**src/cdi_pkg.sv**
```systemverilog
package cdi_pkg;

    // Field widths
    localparam int YEAR_W   = 14;
    localparam int MONTH_W  = 4;
    localparam int DAY_W    = 5;
    localparam int WD_W     = 3;
    localparam int MLEN_W   = 5;
    localparam int LIY_W    = 9;

    // Internal widths
    localparam int YY_W     = 15;   // year + 400, up to 16783
    localparam int SUM_W    = 15;   // weekday sum, below 21100
    localparam int Q100_W   = 8;    // yy / 100, up to 167
    localparam int Q7_W     = 12;   // sum / 7, up to 3012
    localparam int DOY_W    = 10;

    localparam int S_DATA_W = 24;
    localparam int M_DATA_W = 32;

    // Reciprocal constants: x / 100 = (x * 5243) >> 19 for x < 43690,
    // x / 7 = (x * 18725) >> 17 for x < 43690.
    localparam logic [12:0] RECIP100    = 13'd5243;
    localparam int          RECIP100_SH = 19;
    localparam logic [14:0] RECIP7      = 15'd18725;
    localparam int          RECIP7_SH   = 17;

    localparam logic [YY_W-1:0]    YEAR_BIAS = 15'd400;
    localparam logic [MONTH_W-1:0] MON_JAN   = 4'd1;
    localparam logic [MONTH_W-1:0] MON_FEB   = 4'd2;
    localparam logic [MONTH_W-1:0] MON_DEC   = 4'd12;
    localparam logic [WD_W-1:0]    WD_FRI    = 3'd5;
    localparam logic [WD_W-1:0]    WD_SAT    = 3'd6;

    // Handoff from the arithmetic pipe to the output stage
    typedef struct packed {
        logic [SUM_W-1:0]  sum;
        logic [Q7_W-1:0]   q7;
        logic              date_ok;
        logic              leap;
        logic [MLEN_W-1:0] mlen;
        logic [MLEN_W-1:0] left_month;
        logic [LIY_W-1:0]  left_year;
    } pipe_t;

    // Result beat, last field in the lowest bits
    typedef struct packed {
        logic [1:0]        pad;
        logic [LIY_W-1:0]  left_in_year;
        logic [MLEN_W-1:0] left_in_month;
        logic [WD_W-1:0]   left_in_week;
        logic              business_day;
        logic              weekend_flag;
        logic              end_of_week;
        logic [WD_W-1:0]   weekday;
        logic [MLEN_W-1:0] month_length;
        logic              leap_year;
        logic              date_valid;
    } result_t;

    // Days in a common year; 0 for an invalid month
    function automatic logic [MLEN_W-1:0] month_days(input logic [MONTH_W-1:0] m);
        logic [MLEN_W-1:0] r;
        case (m)
            4'd1, 4'd3, 4'd5, 4'd7, 4'd8, 4'd10, 4'd12: r = 5'd31;
            4'd4, 4'd6, 4'd9, 4'd11:                     r = 5'd30;
            4'd2:                                        r = 5'd28;
            default:                                     r = 5'd0;
        endcase
        return r;
    endfunction

    // Days before the first of the month in a common year
    function automatic logic [LIY_W-1:0] month_start(input logic [MONTH_W-1:0] m);
        logic [LIY_W-1:0] r;
        case (m)
            4'd1:    r = 9'd0;
            4'd2:    r = 9'd31;
            4'd3:    r = 9'd59;
            4'd4:    r = 9'd90;
            4'd5:    r = 9'd120;
            4'd6:    r = 9'd151;
            4'd7:    r = 9'd181;
            4'd8:    r = 9'd212;
            4'd9:    r = 9'd243;
            4'd10:   r = 9'd273;
            4'd11:   r = 9'd304;
            4'd12:   r = 9'd334;
            default: r = 9'd0;
        endcase
        return r;
    endfunction

    // floor(31 * mm / 12) for the March-based month mm
    function automatic logic [4:0] month_offset(input logic [MONTH_W-1:0] mm);
        logic [4:0] r;
        case (mm)
            4'd1:    r = 5'd2;
            4'd2:    r = 5'd5;
            4'd3:    r = 5'd7;
            4'd4:    r = 5'd10;
            4'd5:    r = 5'd12;
            4'd6:    r = 5'd15;
            4'd7:    r = 5'd18;
            4'd8:    r = 5'd20;
            4'd9:    r = 5'd23;
            4'd10:   r = 5'd25;
            4'd11:   r = 5'd28;
            4'd12:   r = 5'd31;
            default: r = 5'd0;
        endcase
        return r;
    endfunction

endpackage

```
**src/cdi_pipe.sv**
```systemverilog
module cdi_pipe (
    input  logic                          aclk,
    input  logic                          aresetn,
    input  logic                          in_valid,
    output logic                          in_ready,
    input  logic [cdi_pkg::YEAR_W-1:0]    in_year,
    input  logic [cdi_pkg::MONTH_W-1:0]   in_month,
    input  logic [cdi_pkg::DAY_W-1:0]     in_day,
    output logic                          out_valid,
    input  logic                          out_ready,
    output cdi_pkg::pipe_t                out_data
);

    // Stage 1: year / 100 for the leap test, shifted year for the weekday
    logic                          v1_reg;
    logic [cdi_pkg::YEAR_W-1:0]    y1_reg;
    logic [cdi_pkg::MONTH_W-1:0]   m1_reg, mm1_reg;
    logic [cdi_pkg::DAY_W-1:0]     d1_reg;
    logic [cdi_pkg::YY_W-1:0]      yy1_reg;
    logic [cdi_pkg::Q100_W-1:0]    qy1_reg;

    // Stage 2: leap flag, shifted year / 100
    logic                          v2_reg;
    logic                          leap2_reg;
    logic [cdi_pkg::MONTH_W-1:0]   m2_reg, mm2_reg;
    logic [cdi_pkg::DAY_W-1:0]     d2_reg;
    logic [cdi_pkg::YY_W-1:0]      yy2_reg;
    logic [cdi_pkg::Q100_W-1:0]    qw2_reg;

    // Stage 3: weekday sum, month facts
    logic                          v3_reg;
    logic [cdi_pkg::SUM_W-1:0]     s3_reg;
    logic                          ok3_reg, leap3_reg;
    logic [cdi_pkg::MLEN_W-1:0]    mlen3_reg, lim3_reg;
    logic [cdi_pkg::LIY_W-1:0]     liy3_reg;

    // Stage 4: sum / 7
    logic                          v4_reg;
    cdi_pkg::pipe_t                p4_reg;

    logic rdy1, rdy2, rdy3, rdy4;

    assign rdy4     = !v4_reg || out_ready;
    assign rdy3     = !v3_reg || rdy4;
    assign rdy2     = !v2_reg || rdy3;
    assign rdy1     = !v1_reg || rdy2;
    assign in_ready = rdy1;

    // Stage 1 logic
    logic                          jan_feb;
    logic [26:0]                   qy_prod;
    logic [cdi_pkg::YY_W-1:0]      yy_next;
    logic [cdi_pkg::MONTH_W-1:0]   mm_next;

    assign jan_feb = (in_month == cdi_pkg::MON_JAN) || (in_month == cdi_pkg::MON_FEB)
                     || (in_month == '0);
    assign qy_prod = 27'(in_year) * 27'(cdi_pkg::RECIP100);
    assign yy_next = cdi_pkg::YY_W'(in_year) + cdi_pkg::YEAR_BIAS
                     - cdi_pkg::YY_W'(jan_feb);
    assign mm_next = jan_feb ? in_month + 4'd10 : in_month - 4'd2;

    // Stage 2 logic
    logic [cdi_pkg::YEAR_W-1:0]    r100;
    logic                          leap_next;
    logic [27:0]                   qw_prod;

    assign r100      = y1_reg - cdi_pkg::YEAR_W'(qy1_reg * 7'd100);
    assign leap_next = (r100 == '0) ? (qy1_reg[1:0] == 2'd0) : (y1_reg[1:0] == 2'd0);
    assign qw_prod   = 28'(yy1_reg) * 28'(cdi_pkg::RECIP100);

    // Stage 3 logic
    logic [cdi_pkg::SUM_W-1:0]     sum_next;
    logic [cdi_pkg::MLEN_W-1:0]    mlen_next;
    logic                          ok_next;
    logic [cdi_pkg::DOY_W-1:0]     liy_full;
    logic                          after_feb;

    assign sum_next  = cdi_pkg::SUM_W'(d2_reg) + yy2_reg + (yy2_reg >> 2)
                       - cdi_pkg::SUM_W'(qw2_reg) + cdi_pkg::SUM_W'(qw2_reg >> 2)
                       + cdi_pkg::SUM_W'(cdi_pkg::month_offset(mm2_reg));
    assign mlen_next = cdi_pkg::month_days(m2_reg)
                       + cdi_pkg::MLEN_W'((m2_reg == cdi_pkg::MON_FEB) && leap2_reg);
    assign ok_next   = (m2_reg >= cdi_pkg::MON_JAN) && (m2_reg <= cdi_pkg::MON_DEC)
                       && (d2_reg != '0) && (d2_reg <= mlen_next);
    assign after_feb = leap2_reg && (m2_reg > cdi_pkg::MON_FEB);
    assign liy_full  = (leap2_reg ? 10'd367 : 10'd366)
                       - cdi_pkg::DOY_W'(cdi_pkg::month_start(m2_reg))
                       - cdi_pkg::DOY_W'(d2_reg) - cdi_pkg::DOY_W'(after_feb);

    // Stage 4 logic
    logic [29:0]                   q7_prod;

    assign q7_prod = 30'(s3_reg) * 30'(cdi_pkg::RECIP7);

    always_ff @(posedge aclk) begin
        if (!aresetn) begin
            v1_reg <= 1'b0;
            v2_reg <= 1'b0;
            v3_reg <= 1'b0;
            v4_reg <= 1'b0;
        end else begin
            if (rdy1) v1_reg <= in_valid;
            if (rdy2) v2_reg <= v1_reg;
            if (rdy3) v3_reg <= v2_reg;
            if (rdy4) v4_reg <= v3_reg;
        end
    end

    always_ff @(posedge aclk) begin
        if (rdy1 && in_valid) begin
            y1_reg  <= in_year;
            m1_reg  <= in_month;
            mm1_reg <= mm_next;
            d1_reg  <= in_day;
            yy1_reg <= yy_next;
            qy1_reg <= qy_prod[cdi_pkg::RECIP100_SH +: cdi_pkg::Q100_W];
        end
        if (rdy2 && v1_reg) begin
            leap2_reg <= leap_next;
            m2_reg    <= m1_reg;
            mm2_reg   <= mm1_reg;
            d2_reg    <= d1_reg;
            yy2_reg   <= yy1_reg;
            qw2_reg   <= qw_prod[cdi_pkg::RECIP100_SH +: cdi_pkg::Q100_W];
        end
        if (rdy3 && v2_reg) begin
            s3_reg    <= sum_next;
            ok3_reg   <= ok_next;
            leap3_reg <= leap2_reg;
            mlen3_reg <= mlen_next;
            lim3_reg  <= mlen_next - d2_reg + 5'd1;
            liy3_reg  <= liy_full[cdi_pkg::LIY_W-1:0];
        end
        if (rdy4 && v3_reg) begin
            p4_reg.sum        <= s3_reg;
            p4_reg.q7         <= q7_prod[cdi_pkg::RECIP7_SH +: cdi_pkg::Q7_W];
            p4_reg.date_ok    <= ok3_reg;
            p4_reg.leap       <= leap3_reg;
            p4_reg.mlen       <= mlen3_reg;
            p4_reg.left_month <= lim3_reg;
            p4_reg.left_year  <= liy3_reg;
        end
    end

    assign out_valid = v4_reg;
    assign out_data  = p4_reg;

endmodule

```
**src/calendar_date_info_top.sv**
```systemverilog
// calendar_date_info_top: Gregorian facts for one date per beat.
// Throughput: one beat per cycle while m_tready is high; four arithmetic stages
// plus the output register, each stage holds its own valid bit so bubbles are
// squeezed out.
// Reset (aresetn low, synchronous) empties every stage; data registers are not cleared.
module calendar_date_info_top (
    input  logic                          aclk,
    input  logic                          aresetn,
    input  logic                          s_tvalid,
    output logic                          s_tready,
    // [13:0] year, [17:14] month, [22:18] day, [23] zero
    input  logic [cdi_pkg::S_DATA_W-1:0]  s_tdata,
    output logic                          m_tvalid,
    input  logic                          m_tready,
    // [0] date_valid, [1] leap_year, [6:2] month_length, [9:7] weekday,
    // [10] end_of_week, [11] weekend_flag, [12] business_day,
    // [15:13] left_in_week, [20:16] left_in_month, [29:21] left_in_year,
    // [31:30] zero
    output logic [cdi_pkg::M_DATA_W-1:0]  m_tdata
);

    logic            pipe_valid;
    logic            pipe_ready;
    cdi_pkg::pipe_t  pipe_data;

    logic              m_valid_reg;
    cdi_pkg::result_t  m_data_reg;
    cdi_pkg::result_t  m_data_next;

    // Arithmetic stages: leap test, weekday sum, sum / 7
    cdi_pipe u_pipe (
        .aclk      (aclk),
        .aresetn   (aresetn),
        .in_valid  (s_tvalid),
        .in_ready  (s_tready),
        .in_year   (s_tdata[13:0]),
        .in_month  (s_tdata[17:14]),
        .in_day    (s_tdata[22:18]),
        .out_valid (pipe_valid),
        .out_ready (pipe_ready),
        .out_data  (pipe_data)
    );

    // Output stage may load whenever it is empty or its beat is being taken
    assign pipe_ready = !m_valid_reg || m_tready;

    // Final stage: remainder of the weekday sum, weekday flags, zeroing of
    // invalid dates.
    logic [cdi_pkg::SUM_W-1:0] rem_full;
    logic [cdi_pkg::WD_W-1:0]  wd;
    logic                      wkend;

    assign rem_full = pipe_data.sum - cdi_pkg::SUM_W'(pipe_data.q7 * 3'd7);
    assign wd       = rem_full[cdi_pkg::WD_W-1:0];
    assign wkend    = (wd == cdi_pkg::WD_FRI) || (wd == cdi_pkg::WD_SAT);

    always_comb begin
        m_data_next = '0;
        if (pipe_data.date_ok) begin
            m_data_next.date_valid    = 1'b1;
            m_data_next.leap_year     = pipe_data.leap;
            m_data_next.month_length  = pipe_data.mlen;
            m_data_next.weekday       = wd;
            m_data_next.end_of_week   = (wd == cdi_pkg::WD_SAT);
            m_data_next.weekend_flag  = wkend;
            m_data_next.business_day  = !wkend;
            m_data_next.left_in_week  = cdi_pkg::WD_SAT - wd;
            m_data_next.left_in_month = pipe_data.left_month;
            m_data_next.left_in_year  = pipe_data.left_year;
        end
    end

    always_ff @(posedge aclk) begin
        if (!aresetn) begin
            m_valid_reg <= 1'b0;
        end else if (pipe_ready) begin
            m_valid_reg <= pipe_valid;
        end
    end

    always_ff @(posedge aclk) begin
        if (pipe_ready && pipe_valid) begin
            m_data_reg <= m_data_next;
        end
    end

    assign m_tvalid = m_valid_reg;
    assign m_tdata  = m_data_reg;

    // An invalid date carries no other bits
    a_invalid_zero: assert property (@(posedge aclk) disable iff (!aresetn)
        (m_valid_reg && !m_data_reg.date_valid) |-> (m_data_reg == '0))
        else $error("invalid date beat has nonzero fields");

    // Weekday stays in range for a valid date
    a_weekday_range: assert property (@(posedge aclk) disable iff (!aresetn)
        (m_valid_reg && m_data_reg.date_valid) |-> (m_data_reg.weekday <= cdi_pkg::WD_SAT))
        else $error("weekday out of range");

    // Weekday flags agree with each other
    a_flags: assert property (@(posedge aclk) disable iff (!aresetn)
        (m_valid_reg && m_data_reg.date_valid) |->
        ((m_data_reg.business_day != m_data_reg.weekend_flag)
         && (!m_data_reg.end_of_week || m_data_reg.weekend_flag)))
        else $error("weekday flags disagree");

    // A held result beat does not change
    a_hold: assert property (@(posedge aclk) disable iff (!aresetn)
        (m_valid_reg && !m_tready) |=> (m_valid_reg && $stable(m_data_reg)))
        else $error("stalled result beat changed");

    // Days left in the month never exceed the month length
    a_left_month: assert property (@(posedge aclk) disable iff (!aresetn)
        (m_valid_reg && m_data_reg.date_valid) |->
        ((m_data_reg.left_in_month <= m_data_reg.month_length)
         && (m_data_reg.left_in_month != '0)))
        else $error("left_in_month out of range");

endmodule
```
**config.mk**
```make
export PLATFORM = sky130hd
export DESIGN_NAME = calendar_date_info_top
export DESIGN_NICKNAME = d
export VERILOG_FILES = /design/src/cdi_pkg.sv /design/src/cdi_pipe.sv /design/src/calendar_date_info_top.sv
export SDC_FILE = /design/constraint.sdc
export NUM_CORES = 1
export LEC_CHECK = 0
export BUFFER_PORTS_ARGS = -buffer_cell sky130_fd_sc_hd__buf_2
export CAP_MARGIN = 20
export CORE_MARGIN = 2
export CORE_UTILIZATION = 50
export CTS_BUF_LIST = sky130_fd_sc_hd__clkbuf_16
export DETAILED_ROUTE_END_ITERATION = 7
export GPL_TIMING_DRIVEN = 0
export PLACE_DENSITY_LB_ADDON = 0.08
export SYNTH_ARGS = -nofsm -noshare
export SYNTH_HDL_FRONTEND = slang
export SYNTH_SLANG_ARGS = --single-unit
```
**constraint.sdc**
```tcl
create_clock -name aclk -period 7.3 [get_ports aclk]
set_input_delay 1.46 -clock aclk [delete_from_list [all_inputs] [get_ports aclk]]
set_output_delay 1.46 -clock aclk [all_outputs]
set_load 0.03 [all_outputs]
```
==> results of run 1 <==
-- per-stage QoR --
| stage | instance area, sq um | util [%] | std cells |
|---|---|---|---|
| 3_3_place_gp | 20500 | 53.0 | 2297 |
| 3_5_place_dp | 20600 | 53.3 | 2303 |
| 6_report | 21200 | 55.0 | 2336 |
| 5_1_grt | 21200 | 54.9 | 2335 |
| 2_1_floorplan | 19500 | - | 1721 |
| 4_1_cts | 21200 | 54.9 | 2335 |
-- layer usage --
layer  vias to the layer above  GRT usage (%)  routed length, um
met5                         -              0                  8
met4                         2           4.02                451
met3                        28           1.94                654
met2                       108           31.2              16600
met1                      5628           24.1              16100
li1                       5874              -                  -
-- layout make-up --
| cell class | count | share of cell area [%] |
|---|---|---|
| Inverter | 415 | 7.34 |
| Antenna cell | 1 | 0.0118 |
| Buffer | 8 | 0.283 |
| Sequential cell | 199 | 27.1 |
| Timing Repair Buffer | 64 | 1.89 |
| Tap cell | 518 | 3.05 |
| Clock inverter | 15 | 0.901 |
| Clock buffer | 17 | 2.00 |
| Multi-Input combinational cell | 1099 | 57.4 |
-- placed cells by master (no fill, tap or decap), types with 6 or more instances in the layout --
master,Yosys,routed
a211oi_1,11,11
a21o_1,12,12
a21oi_1,55,54
a31oi_1,9,9
and2_1,25,25
buf_2,0,59
clkbuf_16,0,17
clkinv_8,0,6
dfxtp_1,22,22
edfxtp_1,177,177
fa_1,193,193
ha_1,403,403
inv_1,414,414
mux2i_1,6,6
nand2_1,47,47
nand2b_1,8,8
nand3_1,18,18
nand4_1,7,7
nor2_1,51,51
nor2b_1,18,15
nor3_1,11,11
o211ai_1,11,11
o21a_1,16,16
o21ai_0,36,36
o21bai_1,7,7
xnor2_1,57,57
xor2_1,27,27
-- cells by family (layout without fill, tap and decap cells) --
group / count (synthesis) / count (layout) / synth area share [%]
buf+inv: 423 / 519 / 8.28
fa+ha+maj: 596 / 596 / 45.6
xor+xnor: 84 / 84 / 3.76
mux: 11 / 11 / 0.743
other cells: 1 / 3 / 0.0192
simple gates: 208 / 208 / 5.42
flops: 199 / 199 / 29.5
compound gates: 198 / 198 / 6.75
-- worst reg2reg max path, cell delays in order, from the launching register on --
cell and delay (ns):
edfxtp_1 0.67, inv_1 0.20, fa_1 0.52, inv_1 0.05, ha_1 0.26, inv_1 0.04, fa_1 0.48, inv_1 0.06
fa_1 0.59, inv_1 0.08, fa_1 0.55, inv_1 0.05, ha_1 0.30, nand3_1 0.14, a2111oi_0 0.31, o21ai_0 0.36
a21boi_1 0.39, o21a_1 0.18, nor2_1 0.05, xnor2_1 0.12
-- final timing paths --
check                          startpoint                       endpoint  slack [ns]  depth (start not counted)
max reg2reg  u_pipe.yy1_reg[14]$_DFFE_PP_    u_pipe.qw2_reg[3]$_DFFE_PP_        1.65                         19
min          u_pipe.lim3_reg[1]$_DFFE_PP_  u_pipe.out_data[10]$_DFFE_PP_        0.42                          0
min reg2reg  u_pipe.lim3_reg[1]$_DFFE_PP_  u_pipe.out_data[10]$_DFFE_PP_        0.42                          0
max                           s_tdata[13]    u_pipe.qy1_reg[7]$_DFFE_PP_        1.27                         18
==> flow_summary_export.csv, run 1 <==
group,metric,value,unit
status,status,"finished, final reports clean",
min_path,hp-class,"register to register",
logic_synthesis,synth.most_common_cell,"inv_1",
placement,port_buffers,58,
cells_and_area,fillers,3353,
timing,relSlewSlack,39.7,%
global_routing,grt_max_degree,37,
logic_synthesis,synth_seq_area_share,29.5,%
timing,hold_viol,0,
floorplan,io_pins,62,
floorplan,coreArea,38600,sq um
critical_path,path_max_fanout,10,
timing,worst_slack,1.27,ns
logic_synthesis,synth.ff_latch_count,199,
timing,min_period,6.03,ns
cts,cts-root-buf,"clkbuf_16",
critical_path,cp.arrival,6.22,ns
logic_synthesis,syn_area_per_cell,11.4,sq um
cells_and_area,multi_input_area,12200,sq um
timing,finalSetupViolCount,0,
cells_and_area,seqCellArea,5760,sq um
cts,tritoncts,"yes",
logic_synthesis,yosys-top-cells-area,"edfxtp_1 (27%), ha_1 (26%), fa_1 (20%), inv_1 (8.0%), xnor2_1 (2.6%)",
detailed_routing,via_per_inst,4.98,
critical_path,path_cells,"buf_2 > fa_1 > ha_1 > inv_1 > fa_1 > inv_1 > fa_1 > inv_1 > fa_1 > inv_1 > ha_1 > nand4_1 > or2_0 > and3_1 > a221oi_4 > a221o_2 > a21oi_1 > xnor2_1",
global_routing,grt_pass1_vias,12000,
placement,dpl_worst_slack,0.823,ns
detailed_routing,ant_nets,0,
floorplan,die_h,202,um
logic_synthesis,synth-edff-count,177,
logic_synthesis,yosysTopAreaCell,"edfxtp_1",
logic_synthesis,synthFlopType,"edfxtp_1",
floorplan,dieArea,40700,sq um
critical_path,start_kind,"input port",
timing,max_freq,0.166,GHz
cts,clkSlewWorstSetupHoldPaths,0.08,ns
timing,fin_skew,0.0131,ns
timing,fin_crit_sh,82.6,%
cts,cts_buffers,17,
global_routing,overflow,0,
logic_synthesis,syn_area,19500,sq um
timing,final.setup.tns,0,ns
global_routing,antenna_found_initial,2,
cells_and_area,area_growth,8.68,%
detailed_routing,drtIter0Drc,400,
logic_synthesis,async_reset_ff_share,0,%
critical_path,crit_path_top_delay_cell,"fa_1",
detailed_routing,drc_errors,0,
detailed_routing,routed_wl,33800,um
cts,clockBufferDepth,2,
cts,cts.sinks,199,
cells_and_area,final_layout_size_suffix_gt1_share,6.88,%
placement,place_congestion,0.816,
global_routing,grt_use_total,17.9,%
critical_path,crit_family,"adder cells",
cts,clk_latency,0.44,ns
logic_synthesis,synthTopCellsByCount,"inv_1 (414), ha_1 (403), fa_1 (193), edfxtp_1 (177), xnor2_1 (57)",
logic_synthesis,synth_top_area_share,27.2,%
global_routing,grt_pass1_wl,58500,um
cts,postCtsSetupBuffers,0,
detailed_routing,firstDrtPassIters,5,
placement,dp_hpwl,28900,um
critical_path,required,7.49,ns
timing,tightest_slew,0.903,ns
timing,grt_setup_unrepaired,"no",
cts,postCtsResizedCells,0,
timing,slew_viol_final,0,
critical_path,path_buf_inv,5,
cells_and_area,largest_register_ffs,29,
critical_path,path_class,"input port to register",
detailed_routing,wl_per_cell,14.5,um
logic_synthesis,syn_inst,1720,
run,max_cap_viol_count,0,
critical_path,cp-end-kind,"register",
logic_synthesis,synth.distinct_cells,75,
timing,holdWs,0.417,ns
cts,h-tree-depth,4,
logic_synthesis,yosys_warnings,0,
critical_path,critPathMaxStageDelay,0.56,ns
cells_and_area,fin_nets,2428,
detailed_routing,vias,11600,
floorplan,fp.dieW,202,um
floorplan,start_util,50.6,%
floorplan,rows,72,
cts,hold_buffers,0,
Power of run 1 is left out: the tool's default activity adds up to more than one toggle a clock period on the data nets, which glitch-free logic cannot reach.
==> run 2: changes to the inputs <==
--- a/config.mk
+++ b/config.mk
@@ -5,6 +5,7 @@
 export SDC_FILE = /design/constraint.sdc
 export NUM_CORES = 1
 export LEC_CHECK = 0
+export ABC_AREA = 1
 export BUFFER_PORTS_ARGS = -buffer_cell sky130_fd_sc_hd__buf_2
 export CAP_MARGIN = 20
 export CORE_MARGIN = 2
==> constraint.sdc (replaced) <==
create_clock -name aclk -period 6.1 [get_ports aclk]
set_input_delay 1.22 -clock aclk [delete_from_list [all_inputs] [get_ports aclk]]
set_output_delay 1.22 -clock aclk [all_outputs]
set_load 0.03 [all_outputs]
==> run 2 against run 1 <==
Clock skew is essentially flat. Sequential cell count is the same. Non-clock buffer count shrank 4.
==> flow_summary_export.csv, run 2 <==
group,metric,value,unit
cts,postCtsSetupBuffers,0,
logic_synthesis,synth_seq_area_share,27.9,%
logic_synthesis,synth-edff-count,177,
floorplan,start_util,50.6,%
detailed_routing,wl_per_cell,14.4,um
timing,min_period,5.29,ns
cts,clk_latency,0.45,ns
cts,cts_buffers,17,
placement,port_buffers,58,
logic_synthesis,synth_top_family_by_area,"adder cells",
floorplan,dieArea,42900,sq um
cts,postCtsResizedCells,0,
run,max_cap_viol_count,0,
floorplan,rows,74,
detailed_routing,firstDrtPassIters,5,
critical_path,rrSetupSlack,0.81,ns
timing,relSlewSlack,32.4,%
timing,tightest_slew,1.01,ns
timing,fin_crit_sh,86.8,%
logic_synthesis,synthTopCellsByCount,"inv_1 (541), ha_1 (403), nand2_1 (296), fa_1 (193), edfxtp_1 (177)",
global_routing,antenna_found_initial,1,
critical_path,cp-end-kind,"register",
logic_synthesis,synthFlopType,"edfxtp_1",
cts,clkSlewWorstSetupHoldPaths,0.08,ns
logic_synthesis,synth_compound_area_share,5.27,%
cells_and_area,multi_input_area,12800,sq um
floorplan,coreArea,40700,sq um
timing,fin_skew,0.0130,ns
floorplan,fp.dieW,207,um
cts,tritoncts,"yes",
cells_and_area,final_common_cell,"inv_1",
global_routing,overflow,0,
logic_synthesis,synth.most_common_cell,"inv_1",
logic_synthesis,async_reset_ff_share,0,%
detailed_routing,vias,13500,
placement,place_congestion,0.872,
cells_and_area,fin_nets,2818,
critical_path,cp.arrival,5.50,ns
global_routing,grt_use_total,19.5,%
detailed_routing,via_per_inst,4.92,
timing,grt_setup_unrepaired,"no",
logic_synthesis,synth.ff_latch_count,199,
cts,hold_buffers,0,
logic_synthesis,syn_inst,2113,
cells_and_area,final_layout_size_suffix_gt1_share,5.62,%
global_routing,grt_pass1_wl,67500,um
detailed_routing,drc_errors,0,
logic_synthesis,syn_area,20600,sq um
logic_synthesis,synth_top_area_share,25.8,%
logic_synthesis,synthSimpleGateAreaFrac,10.2,%
critical_path,required,6.30,ns
logic_synthesis,yosys-top-cells-area,"edfxtp_1 (26%), ha_1 (24%), fa_1 (19%), inv_1 (9.8%), nand2_1 (5.4%)",
timing,finalSetupViolCount,0,
cells_and_area,largest_register_ffs,29,
cts,clockBufferDepth,2,
placement,dp_hpwl,33900,um
cells_and_area,fillers,3794,
global_routing,grt_pass1_vias,14000,
cts,cts.sinks,199,
logic_synthesis,synth.distinct_cells,45,
timing,final.setup.tns,0,ns
timing,hold_viol,0,
detailed_routing,drtIter0Drc,510,
timing,slew_viol_final,0,
cts,h-tree-depth,4,
floorplan,io_pins,62,
min_path,hp-class,"register to register",
cts,cts-root-buf,"clkbuf_16",
logic_synthesis,yosys_warnings,0,
cells_and_area,seqCellArea,5760,sq um
critical_path,path_class,"input port to register",
critical_path,start_kind,"input port",
logic_synthesis,muxShareOfSynthArea,0,%
logic_synthesis,syn_area_per_cell,9.76,sq um
global_routing,grt_max_degree,40,
logic_synthesis,synthAdderAreaFrac,43.2,%
cells_and_area,final_cell_mix,"inv_1 (543), ha_1 (403), nand2_1 (296), fa_1 (193), edfxtp_1 (177)",
logic_synthesis,yosysTopAreaCell,"edfxtp_1",
floorplan,die_h,207,um
status,status,"finished, final reports clean",
cells_and_area,antennaDiodeCount,0,
timing,max_freq,0.189,GHz
critical_path,path_max_fanout,10,
detailed_routing,ant_nets,0,
logic_synthesis,synth_xor_area_share,3.14,%
detailed_routing,routed_wl,39500,um
cells_and_area,area_growth,7.88,%
run 2: worst max-delay path, cell delays in order:
cell and delay, ns:
buf_2 0.30, fa_1 0.48, ha_1 0.30, inv_1 0.04, fa_1 0.48, inv_1 0.06
fa_1 0.53, inv_1 0.05, fa_1 0.54, inv_1 0.05, ha_1 0.33, nand2_1 0.12
nor2_1 0.17, nand2_1 0.09, nor3_1 0.11, o21ai_0 0.15, nand2_1 0.19, nand3_1 0.12
nand3_1 0.09, nand2_1 0.07
run 2: stage by stage:
stage	std cells	util [%]	area [sq um]	hold WS, ns	setup slack, ns
final	2739	54.6	22200	0.415	0.806
after detailed placement	2707	53.1	21600	0.405	0.337
after global placement	2704	53.0	21600	0.400	0.385
after global routing	2739	54.6	22200	0.429	0.515
after floorplan	2114	-	20600	0.400	1.10
after CTS	2739	54.6	22200	0.418	0.778
run 2: logic make-up after synthesis:
group,after synthesis
adder cells (fa/ha/maj),596
buffers and inverters,553
AND/OR/NAND/NOR,501
flip-flops,199
AO/OA/AOI/OAI,189
XOR/XNOR,74
other,1
run 2: final timing paths:
kind | from | cells past startpoint | endpoint
min | u_pipe.d1_reg[2]$_DFFE_PP_ | 0 | u_pipe.d2_reg[2]$_DFFE_PP_
max reg2reg | u_pipe.yy1_reg[12]$_DFFE_PP_ | 19 | u_pipe.qw2_reg[3]$_DFFE_PP_
min reg2reg | u_pipe.d1_reg[2]$_DFFE_PP_ | 0 | u_pipe.d2_reg[2]$_DFFE_PP_
max | s_tdata[11] | 20 | u_pipe.qy1_reg[4]$_DFFE_PP_
run 2: area by class of cell:
type / instances / share of cell area [%]
Multi-Input combinational cell: 1362 / 57.4
Sequential cell: 199 / 25.9
Inverter: 546 / 9.21
Tap cell: 532 / 2.99
Clock buffer: 17 / 1.91
Timing Repair Buffer: 61 / 1.59
Clock inverter: 15 / 0.748
Buffer: 7 / 0.276
run 2: layer usage:
metal	part of all wire, %	GRT usage, %	vias up	routed length, um
met5	0.023	0	-	9
met3	2.3	1.86	37	912
met2	51	35.1	163	20000
met4	1.4	4.93	2	538
met1	46	25.1	6374	18100
li1	-	-	6888	-
Power of run 2 is left out for the same reason.
